### src/rtl/adtb_pkg.sv
// Package for the ASCII decimal to binary converter: widths, ASCII codes
// and the four-digit group helper. No dependencies.
package adtb_pkg;

    localparam int TEXT_W     = 64;   // one half of the text window
    localparam int MAX_DIGITS = 16;
    localparam int VALUE_W    = 54;
    localparam int COUNT_W    = 5;
    localparam int NIB_W      = 4 * MAX_DIGITS;
    localparam int GROUP_W    = 14;   // up to 9999
    localparam int HALF_W     = 27;   // up to 99999999
    localparam int NUM_GROUPS = MAX_DIGITS / 4;

    localparam logic [7:0] ASCII_ZERO = 8'h30;
    localparam logic [7:0] ASCII_NINE = 8'h39;

    localparam logic [HALF_W-1:0]  GROUP_SCALE = HALF_W'(10000);
    localparam logic [VALUE_W-1:0] HALF_SCALE  = VALUE_W'(100000000);

    typedef logic [GROUP_W-1:0] t_group;
    typedef logic [HALF_W-1:0]  t_half;

    // Four BCD nibbles, most significant first, to their binary value.
    function automatic t_group bcd4_to_bin(input logic [15:0] nibs);
        t_group acc;
        acc = GROUP_W'(nibs[15:12]) * GROUP_W'(1000)
            + GROUP_W'(nibs[11:8])  * GROUP_W'(100)
            + GROUP_W'(nibs[7:4])   * GROUP_W'(10)
            + GROUP_W'(nibs[3:0]);
        return acc;
    endfunction

endpackage

### src/rtl/ascii_decimal_to_binary.sv
// ASCII decimal to binary converter, top level.
// Depends on adtb_pkg (widths, ASCII codes, BCD group helper).
//
// Takes a window of up to 16 characters (character 0 in bits 63..56 of
// i_text_first_bytes) and returns the value and count of the leading ASCII
// digits; characters at DIGIT_WINDOW and beyond are ignored. One item is
// accepted per cycle while o_ready is high, and its result shows on o_valid
// after passing through five registers: input register, leading-digit mask
// and count, right-justify shift with four-digit groups, two eight-digit
// halves, and the final 27x27 constant multiply-add into the output register.
// o_ready falls only while the output register is held and every stage behind
// it is full.
module ascii_decimal_to_binary #(
    parameter int DIGIT_WINDOW = 16
) (
    input  logic                            i_clk,
    input  logic                            i_rst_n,
    input  logic                            i_valid,
    output logic                            o_ready,
    input  logic [adtb_pkg::TEXT_W-1:0]     i_text_first_bytes,
    input  logic [adtb_pkg::TEXT_W-1:0]     i_text_last_bytes,
    output logic                            o_valid,
    input  logic                            i_ready,
    output logic [adtb_pkg::VALUE_W-1:0]    o_number_value,
    output logic [adtb_pkg::COUNT_W-1:0]    o_digit_count
);

    localparam int ND = adtb_pkg::MAX_DIGITS;

    // stage valids and enables
    logic r_v1, r_v2, r_v3, r_v4, r_o_valid;
    logic en1, en2, en3, en4, en_o;

    logic [2*adtb_pkg::TEXT_W-1:0] r_text;
    logic [adtb_pkg::NIB_W-1:0]    r_nib;
    logic [adtb_pkg::COUNT_W-1:0]  r_cnt2, r_cnt3, r_cnt4, r_o_count;
    adtb_pkg::t_group              r_grp [adtb_pkg::NUM_GROUPS];
    adtb_pkg::t_half               r_hi, r_lo;
    logic [adtb_pkg::VALUE_W-1:0]  r_o_value;

    logic [adtb_pkg::NIB_W-1:0]    n_nib;
    logic [adtb_pkg::COUNT_W-1:0]  n_cnt2;
    adtb_pkg::t_group              n_grp [adtb_pkg::NUM_GROUPS];
    adtb_pkg::t_half               n_hi, n_lo;
    logic [adtb_pkg::VALUE_W-1:0]  n_o_value;

    logic [ND-1:0]                 is_dig, lead;
    logic [adtb_pkg::NIB_W-1:0]    shifted;
    logic [6:0]                    shamt;

    assign en_o    = !r_o_valid || i_ready;
    assign en4     = !r_v4 || en_o;
    assign en3     = !r_v3 || en4;
    assign en2     = !r_v2 || en3;
    assign en1     = !r_v1 || en2;
    assign o_ready = en1;

    // leading-digit mask: bit i set when characters 0..i are all digits
    always_comb begin
        logic [7:0]    ch;
        logic [ND-1:0] low_mask;
        for (int i = 0; i < ND; i++) begin
            ch = r_text[2*adtb_pkg::TEXT_W-1-8*i -: 8];
            is_dig[i] = (ch >= adtb_pkg::ASCII_ZERO) && (ch <= adtb_pkg::ASCII_NINE)
                        && (i < DIGIT_WINDOW);
        end
        for (int i = 0; i < ND; i++) begin
            low_mask = ND'((32'd1 << (i + 1)) - 32'd1);
            lead[i]  = ((is_dig & low_mask) == low_mask);
        end
        for (int i = 0; i < ND; i++) begin
            ch = r_text[2*adtb_pkg::TEXT_W-1-8*i -: 8];
            n_nib[adtb_pkg::NIB_W-1-4*i -: 4] = lead[i] ? ch[3:0] : 4'd0;
        end
        n_cnt2 = adtb_pkg::COUNT_W'($countones(lead));
    end

    // right-justify the digits, then form four-digit groups
    always_comb begin
        shamt   = 7'(adtb_pkg::NIB_W) - {r_cnt2, 2'b00};
        shifted = r_nib >> shamt;
        for (int k = 0; k < adtb_pkg::NUM_GROUPS; k++) begin
            n_grp[k] = adtb_pkg::bcd4_to_bin(shifted[16*k +: 16]);
        end
    end

    assign n_hi = adtb_pkg::HALF_W'(r_grp[3]) * adtb_pkg::GROUP_SCALE
                + adtb_pkg::HALF_W'(r_grp[2]);
    assign n_lo = adtb_pkg::HALF_W'(r_grp[1]) * adtb_pkg::GROUP_SCALE
                + adtb_pkg::HALF_W'(r_grp[0]);
    assign n_o_value = adtb_pkg::VALUE_W'(r_hi) * adtb_pkg::HALF_SCALE
                     + adtb_pkg::VALUE_W'(r_lo);

    always_ff @(posedge i_clk) begin
        if (!i_rst_n) begin
            r_v1      <= 1'b0;
            r_v2      <= 1'b0;
            r_v3      <= 1'b0;
            r_v4      <= 1'b0;
            r_o_valid <= 1'b0;
        end else begin
            if (en1) r_v1      <= i_valid;
            if (en2) r_v2      <= r_v1;
            if (en3) r_v3      <= r_v2;
            if (en4) r_v4      <= r_v3;
            if (en_o) r_o_valid <= r_v4;
        end
    end

    always_ff @(posedge i_clk) begin
        if (en1) begin
            r_text <= {i_text_first_bytes, i_text_last_bytes};
        end
        if (en2) begin
            r_nib  <= n_nib;
            r_cnt2 <= n_cnt2;
        end
        if (en3) begin
            r_grp  <= n_grp;
            r_cnt3 <= r_cnt2;
        end
        if (en4) begin
            r_hi   <= n_hi;
            r_lo   <= n_lo;
            r_cnt4 <= r_cnt3;
        end
        if (en_o) begin
            r_o_value <= n_o_value;
            r_o_count <= r_cnt4;
        end
    end

    assign o_valid        = r_o_valid;
    assign o_number_value = r_o_value;
    assign o_digit_count  = r_o_count;

`ifndef SYNTHESIS
    // an empty output register lets the whole pipe advance
    a_ready_when_drained: assert property (@(posedge i_clk) disable iff (!i_rst_n)
        !o_valid |-> o_ready)
        else $error("input stalled with empty output register");

    a_no_digits_zero: assert property (@(posedge i_clk) disable iff (!i_rst_n)
        (o_valid && o_digit_count == '0) |-> (o_number_value == '0))
        else $error("nonzero value without digits");

    a_count_in_window: assert property (@(posedge i_clk) disable iff (!i_rst_n)
        o_valid |-> (32'(o_digit_count) <= DIGIT_WINDOW))
        else $error("digit count beyond window");

    a_full_pipe_stalls: assert property (@(posedge i_clk) disable iff (!i_rst_n)
        (!o_ready) |-> (o_valid && !i_ready))
        else $error("input stalled while output moves");
`endif

endmodule
### config.mk
export PLATFORM = sky130hd
export DESIGN_NAME = ascii_decimal_to_binary
export DESIGN_NICKNAME = d
export VERILOG_FILES = /design/src/rtl/adtb_pkg.sv /design/src/rtl/ascii_decimal_to_binary.sv
export SDC_FILE = /design/constraint.sdc
export NUM_CORES = 2
export LEC_CHECK = 0
export ABC_AREA = 1
export BUFFER_PORTS_ARGS = -buffer_cell sky130_fd_sc_hd__buf_2
export CAP_MARGIN = 20
export CORE_MARGIN = 8
export CORE_UTILIZATION = 25
export CTS_CLUSTER_DIAMETER = 40
export DETAILED_ROUTE_END_ITERATION = 8
export GPL_TIMING_DRIVEN = 0
export HOLD_SLACK_MARGIN = 0.05
export SETUP_SLACK_MARGIN = 0.5
export SLEW_MARGIN = 20
export SYNTH_ARGS = -nofsm -noshare
export SYNTH_HDL_FRONTEND = slang
export SYNTH_SLANG_ARGS = --single-unit
### constraint.sdc
create_clock -name i_clk -period 40.3 [get_ports i_clk]
set_input_delay 10.075 -clock i_clk [delete_from_list [all_inputs] [get_ports i_clk]]
set_output_delay 10.075 -clock i_clk [all_outputs]
set_load 0.05 [all_outputs]
==> metrics.md <==
| Metric | Value |
|---|---|
| Top FF cell, synth | `edfxtp_1` |
| 1st-iter DRT viols | `1373` |
| Via count | `29.5k` |
| H-tree depth | `2` |
| Util after Layout | `28.8%` |
| CTS Sinks | `381` |
| Fin worst setup slack | `17.62 ns` |
| FF+latch count, synth | `381` |
| Slowest cell on crit path | `nor2_1` |
| Synth top area cells | `edfxtp_1 (28%), fa_1 (18%), ha_1 (17%), inv_1 (10%), nand2_1 (7.6%)` |
| DP HPWL | `89200 microns` |
| Mean Syn Cell Area | `8.89 sq um` |
| Worst relative slew slack | `27.0%` |
| FP Rows | `147` |
| IO Port Bufs | `192` |
| Crit-path cells | `buf_2, nor2_1, inv_4, nor2_1, inv_4, nor2_1, inv_4, nor2_1, nand2_4, buf_16, buf_16, buf_2` |
| Syn Std Cell Area | `0.0405 sq mm` |
| Worst slew pin tran | `1.08 ns` |
| Sequential cell area | `0.0114 sq mm` |
| DRC | `0` |
| Root buffer cell | `clkbuf_16` |
| Worst Path Arrival | `12.61 ns` |
| Post_cts resized | `0` |
| Hold Vio Cnt, Final | `0` |
| Grt ovf | `0` |
| # Max-Cap Violations | `0` |
| Core area | `0.161 sq mm` |
| Cell area after layout | `0.0464 sq mm` |
| Share of cells above drive strength 1 | `7.75%` |
| Ports | `193` |
| Req. time, crit path | `30.23 ns` |
| Post-DP Area | `0.0444 sq mm` |
| Die height | `419 microns` |
| Max Freq | `44.1 MHz` |
| RSZ-0062 raised after global routing | `no` |
| Die area | `0.175 sq mm` |
| Worst path most repeated cell | `nor2_1` |
| Gr usage total | `11.4%` |
| Syn-to-layout area delta | `14.4%` |
| Initial antenna violation count | `4` |
| Slowest Stage Delay on Critical Path | `0.34 ns` |
| R2r startpoint | `r_cnt2[0]` |
| ANT cells | `0` |
| Area leader, netlist | `edfxtp_1` |
| Reg clk slew, reported paths | `0.05 ns` |
| Die width | `419 microns` |
| Largest net degree at the start of global routing | `62` |
| Initial Util | `25.2%` |
| Post-route minimum period | `22.68 ns` |
| Most frequent cells in the layout | `inv_1 (1118), nand2_1 (824), ha_1 (559)` |
| Area occupied by multi-input gates | `0.0247 sq mm` |
| CP bufs+invs | `7` |
| Hold Crit Class | `reg2reg` |
| Asr flop ratio synth | `0%` |
| CP max FO | `60` |
| Maximum vdd ir drop | `38.7 uV` |
| CTS Hold Bufs | `0` |
| Critical path startpoint category | `input port` |
| Clock Skews | `0.0480 ns` |
| Commonest non-fill, non-tap cell in the layout | `inv_1` |
| Power per cell area | `23.5 mW/mm^2` |
| # fillers | `17.1k` |
| Cell count after synthesis | `4557` |
| GPL Wtd Cong | `0.904` |
| Final worst-path cycle share | `56.3%` |
| Post-synth EDFFs | `376` |
| First-pass GRT wire length | `162000 microns` |
| CTS tree | `done` |
| Worst Setup SP | `i_ready` |
| CP endpoint kind | `output port` |
| Post-CTS Setup Inserts | `0` |
| Post-Route WL | `102000 microns` |
| DR WL/cell | `14.5 microns` |
| Lkg Pwr | `25.1 nW` |
| Min Hold Slack | `0.416 ns` |
| Final ANT Viol Nets | `0` |
| Net Count, Synth | `5617` |
| Slew Viols, Final | `0` |
| Sequential share of the synthesized area | `28.1%` |
| Max clock buf depth | `3` |
| Finish-stage setup viols | `0` |
| Crit Path Class | `in2out` |
| Netlist cell types | `56` |
| Pre-CTS setup slack | `17.56 ns` |
| Cts bufs inserted | `58` |
| Worst hold start | `r_lo[0]` |
| Drt pass-1 iters | `5` |
| Crit-path leading delay family | `buffers and inverters` |
| Drt via density | `4.20` |
| Worst skew pair latency | `0.65 ns` |
| Fin Setup TNS | `0 ns` |
| Status | `completed` |
| Vias in the first global route | `30.4k` |
| Synthesis warning total | `0` |
| Top-area cell type share of the netlist area | `27.9%` |
| # nets final | `5875` |
## synthesized netlist by cell type (5+ instances only)
cell type,instances
clkbuf_1,25
nor2_4,8
buf_1,11
dfxtp_1,5
nor4_1,10
nand2_1,825
and2_1,6
mux2i_1,6
nor2_1,306
nor3_1,26
o22ai_1,8
buf_2,7
o31ai_1,8
a21o_1,27
nand4_1,18
xnor2_1,73
nand2_2,19
o21ai_0,146
inv_1,1122
inv_2,7
nand3b_1,10
ha_1,559
o211ai_1,9
fa_1,369
nand3_2,5
nand3_1,174
o21ai_1,9
o21bai_1,11
a21oi_1,186
nor2_2,13
xor2_1,114
a31oi_1,11
edfxtp_1,376
## metrics by stage
stage | power (W) | std cells
2_1_floorplan | 0.000550 | 4557
3_3_place_gp | 0.000593 | 6909
3_5_place_dp | 0.000594 | 6915
4_1_cts | 0.00111 | 7022
5_1_grt | 0.00113 | 7022
6_report | 0.00109 | 7022
## worst paths after layout
| check | end | slack (ns) | cells after the start |
|---|---|---|---|
| max | o_ready | 17.62 | 12 |
| min reg2reg | o_number_value[0] | 0.42 | 0 |
| max reg2reg | r_grp[13] | 31.66 | 29 |
| min | o_number_value[0] | 0.42 | 0 |
## flip-flops by register name, indices dropped and copies added (netlist names), 5 cells and up
name	flops
r_text	128
o_digit_count	5
r_cnt4	5
r_nib	64
r_cnt3	5
r_grp	56
o_number_value	54
r_cnt2	5
r_hi	27
r_lo	27
## worst register-to-register path, delay by kind of cell (launching register included)
| kind | cells | cell delay (ns) |
|---|---|---|
| AO/OA/AOI/OAI | 7 | 1.08 |
| XOR/XNOR | 3 | 0.73 |
| adder cells (fa/ha/maj) | 7 | 2.67 |
| buffers and inverters | 10 | 2.62 |
| flip-flops | 1 | 0.40 |
| AND/OR/NAND/NOR | 2 | 0.88 |
## cell type report
cell class / count / share of cell area [%]
Timing Repair Buffer: 198 / 2.43
Sequential cell: 381 / 24.6
Inverter: 1129 / 9.16
Buffer: 45 / 0.399
Clock buffer: 65 / 3.21
Tap cell: 2160 / 5.83
Clock inverter: 42 / 1.12
Multi-Input combinational cell: 3002 / 53.3
## report_power, final
group / leakage (nW) / switching, W / total [W] / internal (W)
clock: 0.959 / 0.000199 / 0.000505 / 0.000306
combinational: 19.7 / 0.0000866 / 0.000127 / 0.0000399
sequential: 4.44 / 0.00000793 / 0.000457 / 0.000449
## metal layers
metal | vias to the layer above | global-route usage [%] | wire [microns]
met5 | - | 0 | 12
met4 | 2 | 3.62 | 3270
met3 | 154 | 1.63 | 3810
met2 | 569 | 20.4 | 50100
met1 | 13900 | 14.2 | 45000
li1 | 14900 | - | -
## logic make-up after synthesis
kind of cell / synth area share (%)
AOI/OAI and AO/OA: 6.12
xor gates and xnor gates: 4.27
and+or+nand+nor: 14.9
adders and majority gates: 35.5
muxes: 0.148
DFF: 28.1
buffers and inverters: 10.9
No activity file was read; power rests on OpenSTA's default activity.
